## config.mk

```make
export PLATFORM = sky130hd
export DESIGN_NAME = pfsa_cell
export DESIGN_NICKNAME = d
export VERILOG_FILES = /design/src/sv/page_frame_stack_allocator_core_assert.svh /design/src/sv/pfsa_pkg.sv /design/src/sv/pfsa_cell.sv
export SDC_FILE = /design/constraint.sdc
export NUM_CORES = 1
export LEC_CHECK = 0
export BUFFER_PORTS_ARGS = -buffer_cell sky130_fd_sc_hd__clkbuf_2
export CORE_UTILIZATION = 40
export CTS_BUF_LIST = sky130_fd_sc_hd__clkbuf_16
export CTS_CLUSTER_DIAMETER = 100
export DETAILED_ROUTE_END_ITERATION = 7
export GPL_TIMING_DRIVEN = 0
export PLACE_DENSITY = 0.85
export SETUP_SLACK_MARGIN = 0.15
export SKIP_CTS_REPAIR_TIMING = 1
export SLEW_MARGIN = 30
export SYNTH_ARGS = -nofsm -noshare
export SYNTH_HDL_FRONTEND = slang
export SYNTH_SLANG_ARGS = --single-unit
```

## constraint.sdc

```tcl
create_clock -name clk -period 1.3 [get_ports clk]
set_input_delay 0.195 -clock clk [delete_from_list [all_inputs] [get_ports clk]]
set_output_delay 0.195 -clock clk [all_outputs]
set_load 0.02 [all_outputs]
```

## src/sv/page_frame_stack_allocator_core_assert.svh

```systemverilog
// Assertion macros shared by the allocator modules.
// Every macro samples on the rising edge of clk and is disabled while rst is high.
`ifndef PAGE_FRAME_STACK_ALLOCATOR_CORE_ASSERT_SVH
`define PAGE_FRAME_STACK_ALLOCATOR_CORE_ASSERT_SVH

// The consequent must hold in the same cycle as the antecedent.
`define PFSA_ASSERT_SAME(label, ante, cons) \
  label: assert property (@(posedge clk) disable iff (rst) (ante) |-> (cons)) \
    else $error("assertion failed");

// The consequent must hold in the cycle after the antecedent.
`define PFSA_ASSERT_NEXT(label, ante, cons) \
  label: assert property (@(posedge clk) disable iff (rst) (ante) |=> (cons)) \
    else $error("assertion failed");

`endif

```

## src/sv/pfsa_pkg.sv

```systemverilog
package pfsa_pkg;

  // Result status codes.
  localparam logic [2:0] STATUS_POPPED         = 3'd0;
  localparam logic [2:0] STATUS_BUMPED         = 3'd1;
  localparam logic [2:0] STATUS_BUMP_EXHAUSTED = 3'd2;
  localparam logic [2:0] STATUS_FREED          = 3'd3;
  localparam logic [2:0] STATUS_PROTECTED      = 3'd4;
  localparam logic [2:0] STATUS_STACK_FULL     = 3'd5;

  // Request operation codes.
  localparam logic OP_ALLOC = 1'b0;
  localparam logic OP_FREE  = 1'b1;

  // Configuration register indexes.
  localparam int CFG_INDEX_BITS = 2;
  localparam logic [CFG_INDEX_BITS-1:0] CFG_PAGING_ONLINE    = 2'd0;
  localparam logic [CFG_INDEX_BITS-1:0] CFG_KERNEL_END_FRAME = 2'd1;
  localparam logic [CFG_INDEX_BITS-1:0] CFG_BUMP_START_FRAME = 2'd2;

  // Protection limits, in frames.
  localparam int GUARD_FRAMES     = 16;
  localparam int LOW_LIMIT_FRAME  = 32;
  localparam int KERNEL_LOW_FRAME = 256;
  localparam int KERNEL_LOW_BITS  = 9;

  // Shift command broadcast to every stack cell.
  typedef struct packed {
    logic push;
    logic pop;
  } cell_ctl_t;

endpackage

```

## src/sv/pfsa_cell.sv

```systemverilog
module pfsa_cell #(
  parameter int FRAME_BITS = 20
) (
  input  logic                  clk,
  input  pfsa_pkg::cell_ctl_t   ctl,
  input  logic [FRAME_BITS-1:0] from_left,
  input  logic [FRAME_BITS-1:0] from_right,
  output logic [FRAME_BITS-1:0] value
);
  import pfsa_pkg::*;

  // A push moves every entry one place deeper, a pop one place toward the top.
  always_ff @(posedge clk) begin
    if (ctl.push) begin
      value <= from_left;
    end else if (ctl.pop) begin
      value <= from_right;
    end
  end
endmodule

```

# == Word-level counts from Yosys, hierarchy flattened ==
# Index checks and enable logic that the tools add are counted.
# word_totals
input_bits,43
out_inout_bits,20
reg_bits,20
wordCells,4
# classes
n_mux,2
n_reduce_logical,1
# ops
op,count
20-bit 2-to-1 mux,2
2-bit nonzero test,1

# == Logic depth before layout (Yosys ltp) ==
# Gate-level depths: netlist of the first run.
# depth
depth_word,2
mapped_depth,2
depth_no_buf,1

# == Worst setup path before layout of the first run ==
# No wires, ideal clock.
# synth_path
kind,input to register
startpoint,in ctl[1] (netlist name)
endpoint,"reg value[0], enable pin"
arrival_time_ns,0.775
setup_slack_ns,0.224
stages,2
setup_ns,0.301
t_required_ns,0.999
n_path_buf,1
path_cell_list,buf_6 or2_2
# synth_via
elab_chain_cells,1
# synth_rtl
element,line_no,source
"start, declared",pfsa_cell.sv:5,"input pfsa_pkg::cell_ctl_t ctl,"
2-bit nonzero test (no line),--,
"end signal, assigned",pfsa_cell.sv:15,value <= from_left;
"end signal, assigned",pfsa_cell.sv:17,value <= from_right;
"end, declared",pfsa_cell.sv:8,output logic [FRAME_BITS-1:0] value
# No other way between the ends.
# A chain may end at the register's enable or synchronous reset.

# == Worst setup path after layout of the first run ==
# layout_path
startpoint,in ctl[1] (netlist name)
endpoint,"reg value[12], enable pin"
# Same word-level chain as after synthesis.

==> results of run 1 <==
routing by layer:
metal	global-route usage, %	routed length (um)
met1	14.7	606
met2	26.2	877
met3	3.09	125
met4	10.5	35
met5	0	0
cell usage in the layout (no fill, tap or decap):
| cell | count |
|---|---|
| clkinv_1 | 1 |
| buf_6 | 2 |
| clkbuf_2 | 62 |
| mux2_4 | 19 |
| mux2_2 | 1 |
| clkbuf_16 | 3 |
| edfxtp_1 | 20 |
| or2_2 | 1 |
power groups by stage:
stage / logic (uW) / clock network (uW) / registers [uW]
after floorplan: 107 / 0 / 919
after global routing: 360 / 653 / 815
final: 336 / 605 / 810
after detailed placement: 338 / 0 / 824
after CTS: 340 / 616 / 811
after global placement: 333 / 0 / 820
stage by stage:
stage	instances	area [sq um]
2_1_floorplan	43	926
3_3_place_gp	133	1270
3_5_place_dp	133	1270
4_1_cts	137	1350
5_1_grt	137	1350
6_report	137	1350
how the worst min path moves through the flow:
stage | start | endpoint | slack (ns) | cells past startpoint
detailed placement | from_left[2] | value[2] | 0.50 | 2
CTS | from_left[2] | value[2] | 0.24 | 2
finish | from_right[7] | value[7] | 0.25 | 2
floorplan | from_left[0] | value[0] | 0.41 | 1
global route | from_left[6] | value[6] | 0.25 | 2
global placement | from_left[15] | value[15] | 0.50 | 2
cell families after synthesis:
group	count (synthesis)	synth area share, %
multiplexers	20	32.0
AND/OR/NAND/NOR	1	0.676
buffers and inverters	2	2.43
flip-flops	20	64.9
area by class of cell:
type	count	area [sq um]	share of cell area, %
Buffer	2	22.5	1.67
Clock inverter	1	3.75	0.278
Clock buffer	3	75.1	5.56
Multi-Input combinational cell	21	303	22.4
Timing Repair Buffer	62	310	23.0
Tap cell	28	35.0	2.60
Sequential cell	20	601	44.5
==> impl_metrics.py, run 1 <==
metrics = {
    "logic_synthesis": {
        "synth.yosys.seq_area_share_pct": 64.9,
        "post-synth-top-count-cell": "edfxtp_1",
        "synth_top_area_cell": "edfxtp_1",
        "ys_ff_latch": 20,
        "synth_top_area_share_pct": 64.9,
        "postSynthCellCount": 43,
        "synth_edf_count": 20,
        "yosys_warnings": 0,
        "syn-num-nets": 86,
        "ys_types": 5,
        "synth_async_sr_flop_share_pct": 0,
        "synth_ff_type": "edfxtp_1",
        "syn_area_sq_um": 926,
        "synth_top_cells_by_area": "edfxtp_1 65%, mux2_4 31%, buf_6 2.4%",
        "avgSynthCellArea_sq_um": 21.5,
        "synthTopCellsByCount": "20 x edfxtp_1, 19 x mux2_4, 2 x buf_6",
    },
    "clock_tree": {
        "cts_sinks": 20,
        "cts_tree": "yes",
        "htree_levels": 1,
        "cts_buffers": 3,
        "clkTransAtPathRegs_ns": 0.05,
        "clock-root-buffer": "clkbuf_16",
        "cts_buffer_depth": 2,
    },
    "placed_design": {
        "io_buffers": 62,
        "dp_hpwl_mm": 1.30,
        "post-place-ws_ns": 0.0221,
        "globalplace.congestion": 0.601,
    },
    "pwr": {
        "power.total_uw": 1750,
        "p_leak_uw": 0.000674,
        "sw_frac_of_total_pct": 21.9,
        "power.density_nw_per_um2": 1300,
        "ir_drop_mv": 0.759,
        "clkPwrFrac_pct": 34.5,
        "p_int_uw": 1370,
        "switching_power_uw": 383,
        "seqPwrFrac_pct": 46.3,
        "power_frac_comb_pct": 19.2,
    },
    "setup_path": {
        "startpoint_type": "input pin",
        "crit_chain": "clkbuf_2 -> buf_6 -> or2_2",
        "crit_type": "in -> reg",
        "cp_max_fo": 20,
        "cp.arrival_ns": 0.96,
        "cp-startpoint": "ctl[1]",
        "max_stage_delay_ns": 0.49,
        "crit_slowest_cell": "or2_2",
        "crit_cells": 3,
        "cp-end-kind": "flop",
        "required_ns": 1.24,
        "crit_family": "simple AND/OR/NAND/NOR gates",
        "path_buf_inv": 2,
        "critPathCapture": "value[12]",
    },
    "floorplanning": {
        "dieArea_sq_um": 2510,
        "die_y_um": 50.1,
        "die_x_um": 50.1,
        "initial_utilization_pct": 42.3,
        "coreArea_sq_um": 2190,
        "ios": 63,
        "num_rows": 17,
    },
    "grt": {
        "grt_max_degree": 21,
        "gr-total-overflow": 0,
        "grt_pass1_wl_mm": 2.62,
        "antenna_found_initial": 0,
        "grt_pass1_vias": 643,
        "grt_usage_pct": 14.7,
    },
    "min_path": {
        "hold_class": "in -> reg",
    },
    "timing": {
        "max_freq_mhz": 982,
        "holdWs_ns": 0.247,
        "tns_ns": 0,
        "finalCritPeriodShare_pct": 78.4,
        "setup_slack_ns": 0.281,
        "maxSlewViolCount": 0,
        "hold_viol_final": 0,
        "setup_viol": 0,
        "slew_headroom_pct": 70.5,
        "tightest_slew_ns": 0.442,
        "finalCriticalPeriod_ns": 1.02,
        "rsz0062_at_grt": "false",
    },
    "layout": {
        "antenna_cells": 0,
        "fin_nets": 153,
        "fin_util_pct": 61.6,
        "drive_above_1_share_pct": 80.7,
        "largest_reg_flops": 20,
        "syn_to_final_growth_pct": 45.8,
        "reg_top3": "value x20",
        "largest-register": "value",
        "nFillCells": 174,
    },
    "detailed_routing": {
        "drt_iter0_markers": 3,
        "vias": 609,
        "drc": 0,
        "drtPass1Iterations": 3,
        "ant_nets": 0,
        "routed_wl_mm": 1.64,
        "wire_per_inst_um": 12.0,
        "avgViaCountPerCell": 4.45,
    },
    "status": {
        "status": "completed",
    },
    "job": {
        "cap_violations": 0,
    },
}
Power figures use the tool's default switching activity.
==> run 2: changes to the inputs <==
==> constraint.sdc (replaced) <==
create_clock -name clk -period 1 [get_ports clk]
set_input_delay 0.15 -clock clk [delete_from_list [all_inputs] [get_ports clk]]
set_output_delay 0.15 -clock clk [all_outputs]
set_load 0.02 [all_outputs]
==> run 2 against run 1 <==
Compared with the run above:
- routed wire length grew 3.6%
- combinational power increased by 51%
- hold slack worse by 0.049 ns
- flip-flop and latch count unchanged
- cell area increased by 6.4%
- core utilization up 3.9 points
- power rose by 36%
- global-route usage shrank 0.075 points
- worst setup slack got worse by 0.22 ns
==> impl_metrics.py, run 2 (synthesis gave the netlist of run 1 again) <==
metrics = {
    "floorplanning": {
        "ios": 63,
        "die_x_um": 50.1,
        "coreArea_sq_um": 2190,
        "num_rows": 17,
        "dieArea_sq_um": 2510,
        "die_y_um": 50.1,
        "initial_utilization_pct": 42.3,
    },
    "grt": {
        "gr-total-overflow": 0,
        "grt_pass1_wl_mm": 2.64,
        "grt_use_met1_pct": 15.5,
        "antenna_found_initial": 0,
        "grt_max_degree": 21,
        "grt_usage_pct": 14.6,
        "grt_pass1_vias": 623,
        "use_met3_pct": 3.09,
        "top_usage_layer": "met2",
        "met2_usage_pct": 26.7,
    },
    "timing": {
        "tns_ns": 0,
        "setup_viol": 0,
        "maxSlewViolCount": 0,
        "slew_headroom_pct": 82.1,
        "max_freq_mhz": 1070,
        "hold_viol_final": 0,
        "rsz0062_at_grt": "true",
        "tightest_slew_ns": 0.268,
        "holdWs_ns": 0.199,
        "finalCritPeriodShare_pct": 93.7,
        "setup_slack_ns": 0.0633,
        "finalCriticalPeriod_ns": 0.937,
    },
    "setup_path": {
        "required_ns": 0.85,
        "path_buf_inv": 1,
        "max_stage_delay_ns": 0.39,
        "cp-startpoint": "value[11]",
        "crit_family": "flip-flops",
        "cp.arrival_ns": 0.79,
        "startpoint_type": "flop",
        "crit_slowest_cell": "edfxtp_1",
        "crit_chain": "buf_6",
        "cp_max_fo": 1,
        "crit_type": "reg -> out",
        "cp-end-kind": "primary output",
    },
    "layout": {
        "reg_top3": "value x20",
        "fin_area_sq_um": 1440,
        "antenna_cells": 0,
        "syn_to_final_growth_pct": 55.1,
        "most-common-layout-cells": "42 x clkbuf_2, 20 x edfxtp_1, 19 x mux2_4",
        "nFillCells": 165,
        "largest-register": "value",
        "largest_reg_flops": 20,
        "final_common_cell": "clkbuf_2",
        "regArea_sq_um": 601,
        "multi_input_area_sq_um": 305,
        "drive_above_1_share_pct": 80.7,
        "fin_nets": 153,
    },
    "detailed_routing": {
        "ant_nets": 0,
        "wire_per_inst_um": 12.4,
        "routed_wl_mm": 1.70,
        "vias": 623,
        "avgViaCountPerCell": 4.55,
        "drtPass1Iterations": 4,
        "drt_iter0_markers": 2,
        "drc": 0,
    },
    "min_path": {
        "hold_class": "in -> reg",
        "holdPathStages": 2,
        "whs_endpoint": "value[4]",
        "hp-start": "from_right[4]",
    },
    "clock_tree": {
        "cts_tree": "yes",
        "clkTransAtPathRegs_ns": 0.06,
        "cts_buffer_depth": 2,
        "cts_sinks": 20,
        "htree_levels": 1,
        "cts_buffers": 3,
        "clock-root-buffer": "clkbuf_16",
    },
    "pwr": {
        "seqPwrFrac_pct": 44.8,
        "p_int_uw": 1850,
        "switching_power_uw": 530,
        "power.density_nw_per_um2": 1660,
        "ir_drop_mv": 1.32,
        "power_frac_comb_pct": 21.3,
        "p_leak_uw": 0.000700,
        "sw_frac_of_total_pct": 22.3,
        "clkPwrFrac_pct": 33.8,
    },
    "placed_design": {
        "globalplace.congestion": 0.759,
        "post_dp_cell_area_sq_um": 1280,
        "io_buffers": 62,
        "post-place-ws_ns": -0.0731,
    },
    "job": {
        "cap_violations": 0,
    },
    "status": {
        "status": "completed",
    },
}
==> run 2: worst max-delay path by stage <==
stage	slack, ns	cells after the start	end
2_1_floorplan	0.14	2	value[0]
3_3_place_gp	-0.06	3	value[18]
3_5_place_dp	-0.07	3	value[5]
4_1_cts	0.05	1	value[0]
5_1_grt	0.04	1	value[11]
6_report	0.06	1	value[11]
==> run 2: per-layer routing <==
metal / part of all wire [%] / vias to the layer above
li1: - / 299
met1: 36 / 293
met2: 58 / 27
met3: 4.2 / 4
met4: 2.0 / 0
met5: 0 / -
==> run 2: final cells by class <==
cell class,count,area share [%]
timing repair buffer,62,26.8
clock buffer,3,5.23
tap,28,2.44
clock inverter,1,0.261
multi-input combinational,21,21.3
sequential,20,41.8
buffer,2,2.18
==> run 2: metrics by stage <==
stage,instances,util [%],power (uW)
finish,137,65.6,2380
global route,137,65.6,2470
CTS,137,62.1,2320
detailed placement,133,58.5,1520
global placement,133,58.5,1500
floorplan,43,-,1340
==> run 2: power by group through the flow <==
stage / Clock [uW] / Combinational (uW) / Sequential (uW)
4_1_cts: 818 / 449 / 1060
5_1_grt: 860 / 535 / 1070
2_1_floorplan: 0 / 144 / 1190
3_3_place_gp: 0 / 438 / 1070
3_5_place_dp: 0 / 448 / 1070
6_report: 804 / 508 / 1070
