[config.mk]
export PLATFORM = sky130hd
export DESIGN_NAME = pfsa_ctrl
export DESIGN_NICKNAME = d
export VERILOG_FILES = /design/src/sv/pfsa_pkg.sv /design/src/sv/pfsa_ctrl.sv
export VERILOG_INCLUDE_DIRS = /design/src /design/src/sv
export SDC_FILE = /design/constraint.sdc
export NUM_CORES = 1
export LEC_CHECK = 0
export ABC_AREA = 1
export BUFFER_PORTS_ARGS = -buffer_cell sky130_fd_sc_hd__buf_2
export CAP_MARGIN = 20
export CORE_MARGIN = 2
export CORE_UTILIZATION = 30
export DETAILED_ROUTE_END_ITERATION = 10
export PLACE_DENSITY = 0.46
export SLEW_MARGIN = 20
export SYNTH_ARGS = -nofsm -noshare
export SYNTH_HDL_FRONTEND = slang
export SYNTH_SLANG_ARGS = --single-unit
[constraint.sdc]
create_clock -name clk -period 4.2 [get_ports clk]
set_input_delay 0.84 -clock clk [delete_from_list [all_inputs] [get_ports clk]]
set_output_delay 0.84 -clock clk [all_outputs]
set_load 0.005 [all_outputs]
[src/sv/page_frame_stack_allocator_core_assert.svh]
// Assertion macros shared by the allocator modules.
// Every macro samples on the rising edge of clk and is disabled while rst is high.
`ifndef PAGE_FRAME_STACK_ALLOCATOR_CORE_ASSERT_SVH
`define PAGE_FRAME_STACK_ALLOCATOR_CORE_ASSERT_SVH

// The consequent must hold in the same cycle as the antecedent.
`define PFSA_ASSERT_SAME(label, ante, cons) \
  label: assert property (@(posedge clk) disable iff (rst) (ante) |-> (cons)) \
    else $error("assertion failed");

// The consequent must hold in the cycle after the antecedent.
`define PFSA_ASSERT_NEXT(label, ante, cons) \
  label: assert property (@(posedge clk) disable iff (rst) (ante) |=> (cons)) \
    else $error("assertion failed");

`endif

[src/sv/pfsa_pkg.sv]
package pfsa_pkg;

  // Result status codes.
  localparam logic [2:0] STATUS_POPPED         = 3'd0;
  localparam logic [2:0] STATUS_BUMPED         = 3'd1;
  localparam logic [2:0] STATUS_BUMP_EXHAUSTED = 3'd2;
  localparam logic [2:0] STATUS_FREED          = 3'd3;
  localparam logic [2:0] STATUS_PROTECTED      = 3'd4;
  localparam logic [2:0] STATUS_STACK_FULL     = 3'd5;

  // Request operation codes.
  localparam logic OP_ALLOC = 1'b0;
  localparam logic OP_FREE  = 1'b1;

  // Configuration register indexes.
  localparam int CFG_INDEX_BITS = 2;
  localparam logic [CFG_INDEX_BITS-1:0] CFG_PAGING_ONLINE    = 2'd0;
  localparam logic [CFG_INDEX_BITS-1:0] CFG_KERNEL_END_FRAME = 2'd1;
  localparam logic [CFG_INDEX_BITS-1:0] CFG_BUMP_START_FRAME = 2'd2;

  // Protection limits, in frames.
  localparam int GUARD_FRAMES     = 16;
  localparam int LOW_LIMIT_FRAME  = 32;
  localparam int KERNEL_LOW_FRAME = 256;
  localparam int KERNEL_LOW_BITS  = 9;

  // Shift command broadcast to every stack cell.
  typedef struct packed {
    logic push;
    logic pop;
  } cell_ctl_t;

endpackage

[src/sv/pfsa_ctrl.sv]
`include "page_frame_stack_allocator_core_assert.svh"

module pfsa_ctrl #(
  parameter int STACK_DEPTH = 1024,
  parameter int FRAME_BITS  = 20,
  parameter int COUNT_BITS  = 11
) (
  input  logic                                clk,
  input  logic                                rst,
  input  logic                                accept,
  input  logic                                operation,
  input  logic [FRAME_BITS-1:0]               frame_in,
  input  logic [FRAME_BITS-1:0]               top_entry,
  input  logic                                cfg_we,
  input  logic [pfsa_pkg::CFG_INDEX_BITS-1:0] cfg_index,
  input  logic [FRAME_BITS-1:0]               cfg_data,
  output pfsa_pkg::cell_ctl_t                 ctl,
  output logic [FRAME_BITS-1:0]               res_frame,
  output logic [2:0]                          res_status,
  output logic [COUNT_BITS-1:0]               res_count
);
  import pfsa_pkg::*;

  localparam int CMP_BITS = (FRAME_BITS > KERNEL_LOW_BITS) ? FRAME_BITS : KERNEL_LOW_BITS;
  localparam logic [FRAME_BITS-1:0] FRAME_MAX = {FRAME_BITS{1'b1}};

  logic                  paging_online;
  logic [FRAME_BITS-1:0] kernel_end_frame;
  logic [FRAME_BITS-1:0] bump_start_frame;
  logic [FRAME_BITS-1:0] bump_frame;
  logic [FRAME_BITS-1:0] bump_frame_next;
  logic [COUNT_BITS-1:0] stack_top;
  logic [COUNT_BITS-1:0] stack_top_next;
  logic [FRAME_BITS-1:0] guard_limit;
  logic [CMP_BITS-1:0]   frame_wide;
  logic [CMP_BITS-1:0]   kernel_wide;
  logic                  is_protected;
  logic                  stack_empty;
  logic                  stack_full;

  assign stack_empty = (stack_top == '0);
  assign stack_full  = (stack_top == COUNT_BITS'(STACK_DEPTH));
  assign guard_limit = (bump_frame >= FRAME_BITS'(GUARD_FRAMES)) ?
                       (bump_frame - FRAME_BITS'(GUARD_FRAMES)) : '0;
  assign frame_wide  = CMP_BITS'(frame_in);
  assign kernel_wide = CMP_BITS'(kernel_end_frame);

  assign is_protected = (frame_in > guard_limit) ||
                        ((frame_wide > CMP_BITS'(KERNEL_LOW_FRAME)) &&
                         (frame_wide < kernel_wide)) ||
                        (frame_in < FRAME_BITS'(LOW_LIMIT_FRAME));

  always_comb begin
    ctl.push        = 1'b0;
    ctl.pop         = 1'b0;
    res_frame       = '0;
    res_status      = STATUS_FREED;
    bump_frame_next = bump_frame;
    stack_top_next  = stack_top;
    if (operation == OP_ALLOC) begin
      if (!paging_online || stack_empty) begin
        if (bump_frame == FRAME_MAX) begin
          res_status = STATUS_BUMP_EXHAUSTED;
        end else begin
          bump_frame_next = bump_frame + 1'b1;
          res_frame       = bump_frame + 1'b1;
          res_status      = STATUS_BUMPED;
        end
      end else begin
        ctl.pop        = accept;
        res_frame      = top_entry;
        res_status     = STATUS_POPPED;
        stack_top_next = stack_top - 1'b1;
      end
    end else begin
      if (is_protected) begin
        res_status = STATUS_PROTECTED;
      end else if (stack_full) begin
        res_status = STATUS_STACK_FULL;
      end else begin
        ctl.push       = accept;
        res_status     = STATUS_FREED;
        stack_top_next = stack_top + 1'b1;
      end
    end
  end

  assign res_count = stack_top_next;

  always_ff @(posedge clk) begin
    if (rst) begin
      paging_online    <= 1'b0;
      kernel_end_frame <= '0;
      bump_start_frame <= '0;
      bump_frame       <= '0;
      stack_top        <= '0;
    end else if (cfg_we) begin
      case (cfg_index)
        CFG_PAGING_ONLINE: begin
          paging_online <= cfg_data[0];
        end
        CFG_KERNEL_END_FRAME: begin
          kernel_end_frame <= cfg_data;
        end
        CFG_BUMP_START_FRAME: begin
          bump_start_frame <= cfg_data;
          bump_frame       <= cfg_data;
        end
        default: begin
        end
      endcase
    end else if (accept) begin
      bump_frame <= bump_frame_next;
      stack_top  <= stack_top_next;
    end
  end

  `PFSA_ASSERT_SAME(pop_needs_entry, ctl.pop, !stack_empty && paging_online)
  `PFSA_ASSERT_SAME(push_needs_room, ctl.push, !stack_full && !is_protected)
  `PFSA_ASSERT_NEXT(top_tracks_shift, ctl.push && !cfg_we, stack_top == $past(stack_top) + 1'b1)
  `PFSA_ASSERT_NEXT(bump_never_backs_up, !cfg_we, bump_frame >= $past(bump_frame))
  `PFSA_ASSERT_NEXT(bump_start_loads, cfg_we && cfg_index == CFG_BUMP_START_FRAME,
                    bump_frame == bump_start_frame)
endmodule

* Word level (Yosys, flattened, before mapping)
Cells that the tools add are included.
** Storage, ports and cells
- Register bits after elaboration :: 52
- Bits of input ports :: 67
- Output and inout bits :: 36
- Word-level logic and storage cells :: 58
** Cells by class
- $add $sub $neg :: 4
- Order comparisons :: 5
- Equal/unequal tests :: 7
- Multiplexer cells :: 24
- Bitwise operators :: 1
- Reduce and logical (&&, ||, !) cells :: 13
** Operators by type and width (number)
- $mux W20 :: 10
- $mux W11 :: 4
- $add A20 B1 Y20 const B :: 1
- $eq A20 B20 Y1 const B :: 1
- $ge A20 B5 Y1 const B :: 1
- $gt A20 B20 Y1 :: 1
- $gt A20 B9 Y1 const B :: 1
- $lt A20 B20 Y1 :: 1
- $lt A20 B6 Y1 const B :: 1
- $sub A20 B5 Y20 const B :: 1
- $add A11 B1 Y11 const B :: 1
- $eq A11 B11 Y1 const B :: 1
- $logic_not A11 Y1 :: 1
- $sub A11 B1 Y11 const B :: 1
- $mux W3 :: 3
- $reduce_and A2 Y1 :: 3
- $mux W1 :: 5
- $reduce_and A5 Y1 :: 1
- $mux W2 :: 2
- $ne A2 B1 Y1 const B :: 2
- $reduce_bool A2 Y1 :: 2
- $logic_or A1 B1 Y1 :: 3
- $eq A2 B1 Y1 const B :: 1
- $eq A2 B2 Y1 const B :: 1
- 5 further kinds :: 5

* Depth between registers and ports, before layout
Gate-level depths: netlist of the first run.
- Depth in word-level cells :: 7
- Mapped depth :: 27

* Worst setup path after synthesis of the first run
Ideal clock, no wire load.
- Path kind :: register to output
- From :: register bump_frame[6]
- To :: output port res_count[9]
- Arrival :: 3009 ps
- Data required time :: 3360 ps
- Setup slack :: 351 ps
- Cell stages (with the launch flop) :: 24
- Path buffers :: 1
- Path through :: dfxtp_1 -> buf_2 -> nor2_1 -> nand4_1 -> nor3_2 -> nand2_1 -> nor2_1 -> nand2_1 -> nor3_2 -> nand3_1 -> xor2_1 -> nand2_1 -> ha_1 -> nand2_1 -> nor2_1 -> nand2_1 -> nor2_1 -> nand4_1 -> nand2_1 -> nand3_1 -> nand2_1 -> nand3_1 -> nand2_1 -> inv_1
** Between the ends
- Word-level cells in the longest chain between the ends :: 7
- Elaborated cells between the ends (all ways) :: 8
** RTL lines
- start: declaration :: RTL line pfsa_ctrl.sv:30 : logic [FRAME_BITS-1:0] bump_frame;
- start signal: assignment :: RTL line pfsa_ctrl.sv:107 : bump_frame <= cfg_data;
- start signal: assignment :: RTL line pfsa_ctrl.sv:113 : bump_frame <= bump_frame_next;
- $sub A20 B5 Y20 or $ge A20 B5 Y1 (tied branches) :: RTL line pfsa_ctrl.sv:44, pfsa_ctrl.sv:43
- $mux W20 (*) :: RTL line pfsa_ctrl.sv:43 : assign guard_limit = (bump_frame >= FRAME_BITS'(GUARD_FRAMES)) ?
- $gt A20 B20 Y1 (*) :: RTL line pfsa_ctrl.sv:48 : assign is_protected = (frame_in > guard_limit) ||
- $logic_or A1 B1 Y1 (*) :: RTL line pfsa_ctrl.sv:48
- $logic_or A1 B1 Y1 (*) :: RTL line pfsa_ctrl.sv:50 : (frame_wide < kernel_wide)) ||
- $mux W11 (*) :: RTL line pfsa_ctrl.sv:76 : if (is_protected) begin
- $mux W11 (*) :: RTL line pfsa_ctrl.sv:60 : if (operation == OP_ALLOC) begin
- end: declaration :: RTL line pfsa_ctrl.sv:20 : output logic [COUNT_BITS-1:0] res_count
Every way passes the cells marked *; elsewhere a longest branch is shown, timed or not.

==> results of run 1 <==
==> cells in the mapped netlist <==
library cell	count
nand2_1	206
inv_1	106
nor2_1	83
nand3_1	66
o21ai_0	64
a21oi_1	55
dfxtp_1	52
ha_1	46
clkbuf_1	22
nand4_1	19
xor2_1	19
nor3_1	10
a21oi_2	9
o21ai_1	8
a22o_1	4
a32o_1	4
buf_2	4
buf_6	4
nor4_1	4
o21ai_2	3
or2_2	3
a21boi_0	2
a21o_1	2
clkinv_1	2
nand3_2	2
nor2_2	2
nor2_4	2
nor3_2	2
nor3_4	2
o211a_1	2
a21oi_4	1
a31oi_1	1
buf_1	1
buf_4	1
clkinv_4	1
inv_4	1
nand2_2	1
nand2b_1	1
nand3_4	1
nand3b_1	1
o21ai_4	1
o31ai_1	1
xnor2_1	1
==> cell usage in the layout (no fill, tap or decap), types with 3 or more instances in the layout <==
| cell type | count |
|---|---|
| a21oi_1 | 55 |
| a21oi_2 | 9 |
| a22o_1 | 4 |
| a32o_1 | 4 |
| buf_2 | 101 |
| buf_4 | 41 |
| buf_6 | 3 |
| clkbuf_16 | 5 |
| dfxtp_1 | 51 |
| ha_1 | 45 |
| inv_1 | 102 |
| inv_2 | 3 |
| nand2_1 | 186 |
| nand2_2 | 17 |
| nand2_4 | 4 |
| nand3_1 | 61 |
| nand3_2 | 6 |
| nand4_1 | 19 |
| nor2_1 | 79 |
| nor2_2 | 3 |
| nor2_4 | 5 |
| nor3_1 | 10 |
| nor4_1 | 4 |
| o21ai_0 | 63 |
| o21ai_1 | 8 |
| o21ai_2 | 4 |
| or2_2 | 3 |
| xor2_1 | 19 |
==> sequential cells by signal, summed over array words and instances (netlist names) <==
register	flops
stack_top	11
bump_frame	20
kernel_end_frame	20
paging_online	1
==> area by class of cell <==
class,count,area [um2],area share
clock buffers,8,146.4,0.02309
inverters,110,425.4,0.06709
multi-input cells,628,3585,0.5653
flip-flops and latches,52,1042,0.1644
well taps,220,275.3,0.04341
repair buffers,146,867.1,0.1367
==> power groups by stage <==
stage	sequential, mW	clock (mW)	combinational (mW)
3_5_place_dp	0.565	0	0.669
5_1_grt	0.561	0.481	0.854
3_3_place_gp	0.566	0	0.672
2_1_floorplan	0.558	0	0.428
4_1_cts	0.554	0.461	0.698
6_report	0.556	0.449	0.751
==> layer usage <==
layer  vias to the layer above  GRT usage  share of wire
li1                       2935          -              -
met2                       147     0.3168           0.43
met3                         9    0.02948          0.048
met1                      2504     0.3023           0.52
met5                         -          0              0
met4                         0    0.03369         0.0065
==> critical path, cell delays in order, from the launching register on <==
cell and delay (ns):
dfxtp_1 0.39, inv_1 0.07, nand4_1 0.12, nor3_2 0.07
buf_4 0.13, buf_4 0.12, buf_4 0.12, buf_4 0.12
buf_4 0.13, or2_2 0.26, nand3_1 0.08, ha_1 0.24
a21o_1 0.18, nor2_1 0.10, nand2_1 0.08, nand2_1 0.07
nand3_2 0.09, nand2_4 0.13, nand2_4 0.08, inv_6 0.10
nand3_1 0.10, nor2_1 0.17, buf_2 0.14
==> cells by family after synthesis <==
family	count (synthesis)	share of synthesized area
fa+ha+maj	46	0.1138
simple gates	405	0.3507
xor+xnor	20	0.03465
flops	52	0.2059
buf+inv	142	0.1146
compound gates	157	0.1804
==> timing repair <==
| item | CTS | global route |
|---|---|---|
| setup endpoints to repair | 15 | 15 |
| setup buffers | 7 | 6 |
| pin swaps | 7 | 28 |
| resized for setup | 9 | 42 |
==> worst max path at each step <==
| stage | from | depth (start not counted) | to |
|---|---|---|---|
| after detailed placement | bump_frame[4]$_SDFFE_PP0P_ | 23 | res_count[8] |
| after CTS | bump_frame[6]$_SDFFE_PP0P_ | 23 | res_count[8] |
| after floorplan | bump_frame[6]$_SDFFE_PP0P_ | 23 | res_count[9] |
| after global placement | bump_frame[6]$_SDFFE_PP0P_ | 23 | res_count[9] |
| final | bump_frame[8]$_SDFFE_PP0P_ | 22 | ctl[1] |
| after global routing | bump_frame[4]$_SDFFE_PP0P_ | 23 | res_count[9] |
==> through the flow <==
stage	cell area [um2]	total power, mW	hold slack [ns]	std cells	util
floorplan	5056	0.9860	0.4239	822	-
global placement	5928	1.238	0.4373	1143	0.3587
detailed placement	5928	1.234	0.4479	1143	0.3587
CTS	6150	1.713	0.4598	1158	0.3722
global route	6341	1.896	0.4780	1164	0.3837
finish	6341	1.757	0.4571	1164	0.3837
==> results.sh, run 1 <==
export IMPL_start_util=0.3060
export IMPL_grt_max_degree=41
export IMPL_rows=47
export IMPL_avgSynthCellArea_um2=6.151
export IMPL_pwr_density_cell_nw_per_um2=277.1
export IMPL_fin_crit_ns=4.242
export IMPL_power_static_leakage_nw=3.131
export IMPL_timing_rr_end="stack_top[3]$_SDFFE_PP0P_"
export IMPL_relSlewSlack=0.3582
export IMPL_fillers=1848
export IMPL_cts_buffer_depth=2
export IMPL_port_buffers=102
export IMPL_cts_tree="built"
export IMPL_vias=5595
export IMPL_setup_violations_final=9
export IMPL_synth_cells=822
export IMPL_max_freq_ghz=0.2357
export IMPL_rr_worst_depth=26
export IMPL_min_to="kernel_end_frame[0]$_SDFFE_PP0P_"
export IMPL_reg2reg_slack_ns=0.96
export IMPL_drv_slew=0
export IMPL_avgRoutedWirePerCell_um=15.48
export IMPL_clockRootBuffer="clkbuf_16"
export IMPL_worstMarginPinSlew_ns=0.9616
export IMPL_clkTransAtPathRegs_ns=0.07
export IMPL_cts_hold_buf=0
export IMPL_diodes=0
export IMPL_synthToLayoutAreaGrowth_pct=25.41
export IMPL_worst_hold_path_type="reg -> reg"
export IMPL_clock_power_share=0.256
export IMPL_finalWorstSetupSlack_ns=-0.04245
export IMPL_gp_congestion=0.8900
export IMPL_syn_num_nets=935
export IMPL_grt_pass1_wl_um=28410
export IMPL_rsz0062_at_grt="yes"
export IMPL_antenna_found_initial=0
export IMPL_cts_buffers=5
export IMPL_ys_warn_count=0
export IMPL_synth_area_um2=5056
export IMPL_firstDrtPassIters=6
export IMPL_pwr_share_comb=0.428
export IMPL_vdd_drop_max_mv=0.1713
export IMPL_nNetsFinal=1056
export IMPL_die_w_um=133.8
export IMPL_hold_start="kernel_end_frame[0]$_SDFFE_PP0P_"
export IMPL_die_h_um=133.8
export IMPL_seq_area_frac_synth=0.2059
export IMPL_totalWireLength_um=18020
export IMPL_num_io_pins=103
export IMPL_outcome="complete, but fails checks"
export IMPL_layout_drive_gt1_share=0.2331
export IMPL_worstSkewPairLatency_ns=0.31
export IMPL_htreeDepth=2
export IMPL_fin_tns_setup_ns=-0.1344
export IMPL_end_kind="primary output"
export IMPL_finalHoldViolCount=0
export IMPL_grt_usage=0.2038
export IMPL_hpwlAfterDp_um=14380
export IMPL_whs_path_depth=2
export IMPL_dieArea_um2=17910
export IMPL_arrival_ns=3.40
export IMPL_timing_worst_setup_path_type="reg -> out"
export IMPL_yosys_top_cells_area="dfxtp_1 (21%), nand2_1 (15%), ha_1 (11%), inv_1 (7.9%), nand3_1 (6.5%)"
export IMPL_vias_per_cell=4.807
export IMPL_synth_cell_types=43
export IMPL_worstPathMaxFanout=4
export IMPL_maxCapViolCount=0
export IMPL_drt_iter0_markers=361
export IMPL_numClockSinks=52
export IMPL_skew_ns=0.009533
export IMPL_grt_pass1_vias=5157
export IMPL_synth_top_area_cell="dfxtp_1"
export IMPL_grt_overflow_total=0
export IMPL_p_sw_uw=686.8
export IMPL_fin_crit_sh=1.010
export IMPL_violations="setup timing"
export IMPL_power_frac_seq=0.317
export IMPL_r2r_start="bump_frame[8]$_SDFFE_PP0P_"
export IMPL_swShare=0.3909
export IMPL_pre_cts_slack_ns=0.1331
export IMPL_core_um2=16520
export IMPL_internal_power_mw=1.070
export IMPL_required_ns=3.36
export IMPL_synth_top_area_frac=0.2059
export IMPL_drc=0
export IMPL_crit_path_start_kind="flip-flop"
export IMPL_ys_ff_latch=52
export IMPL_ant_nets=0
Power figures use the tool's default switching activity.
==> inputs of run 2 (changes only) <==
==> constraint.sdc (replaced) <==
create_clock -name clk -period 5.25 [get_ports clk]
set_input_delay 1.05 -clock clk [delete_from_list [all_inputs] [get_ports clk]]
set_output_delay 1.05 -clock clk [all_outputs]
set_load 0.005 [all_outputs]
==> run 2 against run 1 <==
  * Critical path depth is 3 lower
  * Register-to-register slack better by 0.73 ns
  * Sequential share of layout area is 0.80 points higher
  * Count of clock-buffer cells in the layout decreased by 3
  * Die area stayed put
  * Non-clock buffer count shrank 27
  * The flow now finishes without violations
  * Combinational power shrank 32%
  * First-iteration DRC count up 11%
==> results.sh, run 2 (synthesized netlist as in run 1, its figures left out) <==
export IMPL_skew_ns=0.008212
export IMPL_grt_max_degree=41
export IMPL_worstMarginPinSlew_ns=0.7229
export IMPL_antenna_found_initial=0
export IMPL_hpwlAfterDp_um=14250
export IMPL_final_common_cell="nand2_1"
export IMPL_outcome="complete, no violations"
export IMPL_max_freq_ghz=0.2053
export IMPL_grt_overflow_total=0
export IMPL_ant_nets=0
export IMPL_gp_congestion=0.8151
export IMPL_numClockSinks=52
export IMPL_finalWorstSetupSlack_ns=0.3779
export IMPL_rsz0062_at_grt="no"
export IMPL_rows=47
export IMPL_setup_violations_final=0
export IMPL_grt_pass1_wl_um=28350
export IMPL_wl_met2_um=7223
export IMPL_vias=5455
export IMPL_arrival_ns=3.82
export IMPL_utilization=0.3659
export IMPL_firstDrtPassIters=5
export IMPL_dieArea_um2=17910
export IMPL_r2r_start="bump_frame[8]$_SDFFE_PP0P_"
export IMPL_finalHoldViolCount=0
export IMPL_critPathMostFrequentCell="nand3_1"
export IMPL_slowest_delay_ns=0.36
export IMPL_die_h_um=133.8
export IMPL_power_static_leakage_nw=2.984
export IMPL_end_kind="primary output"
export IMPL_relSlewSlack=0.5181
export IMPL_crit_path_start_kind="flip-flop"
export IMPL_fin_cells=1137
export IMPL_nNetsFinal=1029
export IMPL_drv_slew=0
export IMPL_worstSkewPairLatency_ns=0.31
export IMPL_drc=0
export IMPL_pwr_density_cell_nw_per_um2=242.1
export IMPL_clkTransAtPathRegs_ns=0.08
export IMPL_vias_per_cell=4.798
export IMPL_worstPathMaxFanout=12
export IMPL_cts_buffers=5
export IMPL_timing_worst_setup_path_type="reg -> out"
export IMPL_wl_met3_um=620
export IMPL_num_io_pins=103
export IMPL_dp_cells=1125
export IMPL_required_ns=4.20
export IMPL_avgRoutedWirePerCell_um=15.62
export IMPL_hold_start="kernel_end_frame[0]$_SDFFE_PP0P_"
export IMPL_htreeDepth=2
export IMPL_maxCapViolCount=0
export IMPL_grt_pass1_vias=5071
export IMPL_maxUsedRoutingLayer="met4"
export IMPL_grt_usage=0.2023
export IMPL_worst_path_max_delay_cell="dfxtp_1"
export IMPL_wl_met1_um=9720
export IMPL_diodes=0
export IMPL_fin_tns_setup_ns=0
export IMPL_cts_tree="built"
export IMPL_vdd_drop_max_mv=0.1253
export IMPL_final_cell_mix="nand2_1 (205), inv_1 (104), buf_2 (102), nor2_1 (82), nand3_1 (65)"
export IMPL_totalWireLength_um=17760
export IMPL_start_util=0.3060
export IMPL_drt_iter0_markers=399
export IMPL_fin_crit_sh=0.9280
export IMPL_worst_hold_path_type="reg -> reg"
export IMPL_cts_buffer_depth=2
export IMPL_pre_cts_slack_ns=0.4822
export IMPL_fin_crit_ns=4.872
export IMPL_synthToLayoutAreaGrowth_pct=19.60
export IMPL_reg_top3="bump_frame x20, kernel_end_frame x20, stack_top x11"
export IMPL_die_w_um=133.8
export IMPL_clockRootBuffer="clkbuf_16"
export IMPL_crit_path_cell_trace="nor2_1, nand3_1, nor2_1, nand3_1, nand3_1, buf_4, nand3_1, ha_1, nand2_1, nor2_1, nand2_1, nor2_1, nand4_1, nand2_4, nand2_1, inv_1, nand3_1, o31ai_1, buf_2"
export IMPL_critPathLaunch="bump_frame[8]$_SDFFE_PP0P_"
export IMPL_layout_drive_gt1_share=0.1788
export IMPL_port_buffers=102
export IMPL_core_um2=16520
export IMPL_p_total_mw=1.464
run 2: changes by cell type in the layout (fill, tap and decap cells not counted), sizes merged:
cell,delta
clkbuf,-3
bufinv,+3
buf,-27
run 2: worst max-delay path: cells and delay by family, from the launching register on:
kind                     cells  cell delay (ns)
AND/OR/NAND/NOR             14             2.13
AO/OA/AOI/OAI                1             0.14
adder cells (fa/ha/maj)      1             0.31
buffers and inverters        3             0.56
flip-flops                   1             0.36
run 2: final cells by class:
class                   instances  area, um2
clock buffers                   5      125.1
multi-input cells             628       3456
clock inverters                 3      90.09
flip-flops and latches         52       1042
inverters                     110      420.4
well taps                     220      275.3
repair buffers                119      638.1
fillers                      1858      10480
run 2: power by group:
group,switching [mW],internal [mW],leakage [nW]
registers,0.0302,0.421,0.428
logic,0.321,0.190,2.45
clock network,0.179,0.322,0.104
total,0.531,0.933,2.98
run 2: per-stage QoR:
| stage | hold slack [ns] | cell area, um2 |
|---|---|---|
| 3_3_place_gp | 0.4382 | 5781 |
| 2_1_floorplan | 0.4239 | 5056 |
| 3_5_place_dp | 0.4411 | 5781 |
| 4_1_cts | 0.4536 | 5996 |
| 5_1_grt | 0.4753 | 6047 |
| 6_report | 0.4544 | 6047 |
run 2: what timing repair did:
item                                    CTS  global route
hold buffers                              0             0
resized for setup                         0             8
buffers inserted                          0             4
endpoints found under the setup margin    0            15
run 2: routing by layer:
metal,vias to the layer above,track usage
li1,2879,-
met1,2447,0.3128
met2,115,0.2977
met3,14,0.02646
met4,0,0.04019
met5,-,0
run 2: path summary, 6_finish.rpt:
kind	cells after the start	slack [ns]	end
max	19	0.38	res_status[1]
min reg2reg	2	0.45	kernel_end_frame[0]$_SDFFE_PP0P_
min	2	0.45	kernel_end_frame[0]$_SDFFE_PP0P_
max reg2reg	21	1.69	stack_top[7]$_SDFFE_PP0P_
==> inputs of run 3 (changes only) <==
--- a/config.mk
+++ b/config.mk
@@ -6,7 +6,6 @@
 export SDC_FILE = /design/constraint.sdc
 export NUM_CORES = 1
 export LEC_CHECK = 0
-export ABC_AREA = 1
 export BUFFER_PORTS_ARGS = -buffer_cell sky130_fd_sc_hd__buf_2
 export CAP_MARGIN = 20
 export CORE_MARGIN = 2
==> run 3 against run 2 <==
  * Cell count shrank 9.7%
  * Hold slack lost 0.00099 ns
  * Flip-flop and latch count is the same
  * Global-route usage grew 0.28 points
  * Combinational power grew 17%
  * Critical path depth grew 1
  * Total power shrank 3.9%
  * Register-to-register slack lost 0.67 ns
  * Maximum frequency shrank 7.1%
  * Clock power shrank 23%
  * Die area shrank 3.8%
==> results.sh, run 3 <==
export IMPL_ys_ff_latch=52
export IMPL_clockRootBuffer="clkbuf_16"
export IMPL_die_w_um=131.2
export IMPL_numClockSinks=52
export IMPL_seq_area_frac_synth=0.2144
export IMPL_worstSkewPairLatency_ns=0.30
export IMPL_synth_area_um2=4856
export IMPL_nNetsFinal=923
export IMPL_avgRoutedWirePerCell_um=17.68
export IMPL_totalWireLength_um=18160
export IMPL_crit_path_start_kind="flip-flop"
export IMPL_final_cell_mix="nand2_1 (141), buf_2 (103), a21oi_1 (62), dfxtp_1 (48), buf_4 (45)"
export IMPL_syn_num_nets=810
export IMPL_diodes=0
export IMPL_synthFlopType="dfxtp_1"
export IMPL_core_um2=15830
export IMPL_worst_hold_path_type="reg -> reg"
export IMPL_drc=0
export IMPL_cts_buffers=5
export IMPL_max_freq_ghz=0.1907
export IMPL_final_common_cell="nand2_1"
export IMPL_gp_congestion=0.8484
export IMPL_vdd_drop_max_mv=0.1375
export IMPL_synth_cells=697
export IMPL_arrival_ns=4.19
export IMPL_num_io_pins=103
export IMPL_required_ns=4.20
export IMPL_setup_violations_final=0
export IMPL_cts_hold_buf=0
export IMPL_grt_overflow_total=0
export IMPL_yosys_top_cells_area="dfxtp_1 (21%), ha_1 (12%), nand2_1 (11%), a21oi_1 (7.1%), xnor2_1 (4.0%)"
export IMPL_reg_top3="bump_frame x20, kernel_end_frame x20, stack_top x11"
export IMPL_synthToLayoutAreaGrowth_pct=30.84
export IMPL_drt_iter0_markers=256
export IMPL_grt_pass1_wl_um=28590
export IMPL_synth_common_cells="nand2_1 (147), a21oi_1 (69), dfxtp_1 (52)"
export IMPL_antenna_found_initial=0
export IMPL_synth_top_area_frac=0.2144
export IMPL_fillers=1690
export IMPL_pwr_density_cell_nw_per_um2=221.4
export IMPL_start_util=0.3068
export IMPL_drv_slew=0
export IMPL_hpwlAfterDp_um=13810
export IMPL_relSlewSlack=0.4279
export IMPL_htreeDepth=2
export IMPL_end_kind="primary output"
export IMPL_outcome="complete, no violations"
export IMPL_async_flop_share=0
export IMPL_p_total_mw=1.406
export IMPL_rsz0062_at_grt="yes"
export IMPL_power_static_leakage_nw=2.642
export IMPL_grt_max_degree=54
export IMPL_finalHoldViolCount=0
export IMPL_vias_per_cell=5.222
export IMPL_cts_buffer_depth=2
export IMPL_vias=5363
export IMPL_die_h_um=131.2
export IMPL_firstDrtPassIters=4
export IMPL_avgSynthCellArea_um2=6.967
export IMPL_cts_tree="built"
export IMPL_port_buffers=102
export IMPL_skew_ns=0.01374
export IMPL_synth_enable_flop_cells=0
export IMPL_grt_pass1_vias=5237
export IMPL_worstMarginPinSlew_ns=0.8549
export IMPL_dieArea_um2=17220
export IMPL_maxCapViolCount=0
export IMPL_rows=46
export IMPL_yosysMostFrequentCell="nand2_1"
export IMPL_timing_worst_setup_path_type="reg -> out"
export IMPL_fin_crit_ns=5.243
export IMPL_worstPathMaxFanout=5
export IMPL_fin_crit_sh=0.9987
export IMPL_layout_drive_gt1_share=0.2688
export IMPL_synth_top_area_cell="dfxtp_1"
export IMPL_ant_nets=0
export IMPL_fin_tns_setup_ns=0
export IMPL_grt_usage=0.2052
export IMPL_synth_cell_types=59
export IMPL_ys_warn_count=0
export IMPL_clkTransAtPathRegs_ns=0.07
run 3: changes by cell type in the layout (fill, tap and decap cells not counted), moves of 8 or more:
cell	previous run	this run
ha_1	46	38
xnor2_1	1	20
nor2_1	82	40
nand3_1	65	21
o21ai_0	64	30
and3_1	0	14
nand4_1	19	9
o211ai_1	0	12
nand2_1	205	141
o31ai_1	1	13
inv_1	104	37
buf_4	17	45
run 3: area by class of cell:
class / count / area, um2 / area share
Multi-Input combinational cell: 560 / 3817 / 0.6008
Sequential cell: 52 / 1046 / 0.1646
Clock buffer: 5 / 125.1 / 0.01969
Inverter: 38 / 142.6 / 0.02245
Clock inverter: 3 / 42.54 / 0.006696
Tap cell: 216 / 270.3 / 0.04254
Timing Repair Buffer: 153 / 909.6 / 0.1432
run 3: per-stage QoR:
stage / setup slack [ns] / cells / utilization / hold WS (ns) / area, um2
CTS: 0.006601 / 1024 / 0.3855 / 0.4570 / 6102
finish: 0.006614 / 1027 / 0.4014 / 0.4534 / 6354
detailed placement: -0.08823 / 1004 / 0.3613 / 0.4477 / 5719
global placement: -0.01429 / 1004 / 0.3609 / 0.4479 / 5713
global route: -0.1294 / 1027 / 0.4014 / 0.4799 / 6354
floorplan: 0.07868 / 697 / - / 0.4318 / 4865
run 3: worst paths after layout:
path | cells after the start | startpoint | end | slack, ns
worst max-delay path | 20 | bump_frame[8]$_SDFFE_PP0P_ | res_count[1] | 0.007
worst min-delay path | 2 | kernel_end_frame[3]$_SDFFE_PP0P_ | kernel_end_frame[3]$_SDFFE_PP0P_ | 0.45
worst min register to register | 2 | kernel_end_frame[3]$_SDFFE_PP0P_ | kernel_end_frame[3]$_SDFFE_PP0P_ | 0.45
worst max register to register | 19 | bump_frame[8]$_SDFFE_PP0P_ | stack_top[0]$_SDFFE_PP0P_ | 1.02
run 3: worst max-delay path, stage by stage, from the launching register on:
cell and delay (ns):
dfxtp_2 0.34, nor4_4 0.31, nand2b_1 0.12, or4_4 0.45, nor4_4 0.20, nor4_4 0.09
nand2_2 0.13, buf_6 0.12, nand2_1 0.09, ha_4 0.30, nand4_1 0.09, or2_4 0.28
a21oi_4 0.15, a2111oi_4 0.05, a21oi_1 0.20, buf_4 0.19, nor3_4 0.06, buf_6 0.16
mux2_4 0.27, o221ai_2 0.16, buf_2 0.15
run 3: repair_timing:
action	in CTS	in global routing
setup endpoints to repair	14	15
buffers inserted	11	4
hold endpoints to repair	0	0
cloned	1	1
gates resized for setup	24	42
pin swaps	5	20
run 3: kinds of logic (layout without fill, tap and decap cells):
group | Yosys count | after routing | synth area share
adders and majority gates | 46 | 46 | 0.1185
xor gates and xnor gates | 38 | 38 | 0.06854
AOI/OAI and AO/OA | 166 | 166 | 0.2154
and+or+nand+nor | 304 | 304 | 0.2973
muxes | 6 | 6 | 0.01288
buffers and inverters | 85 | 199 | 0.07292
DFF | 52 | 52 | 0.2144
run 3: power breakdown:
part	switching [mW]	internal [mW]	leakage, nW
clock network	0.161	0.225	0.0798
logic	0.327	0.270	2.14
registers	0.0144	0.409	0.424
run 3: routing by layer:
metal  global-route usage  vias to the layer above  part of all wire
met5                    0                        -                 0
met4              0.05133                        0             0.019
met3              0.02315                       21             0.045
met2               0.3453                      142              0.47
met1               0.2801                     2523              0.47
li1                     -                     2677                 -
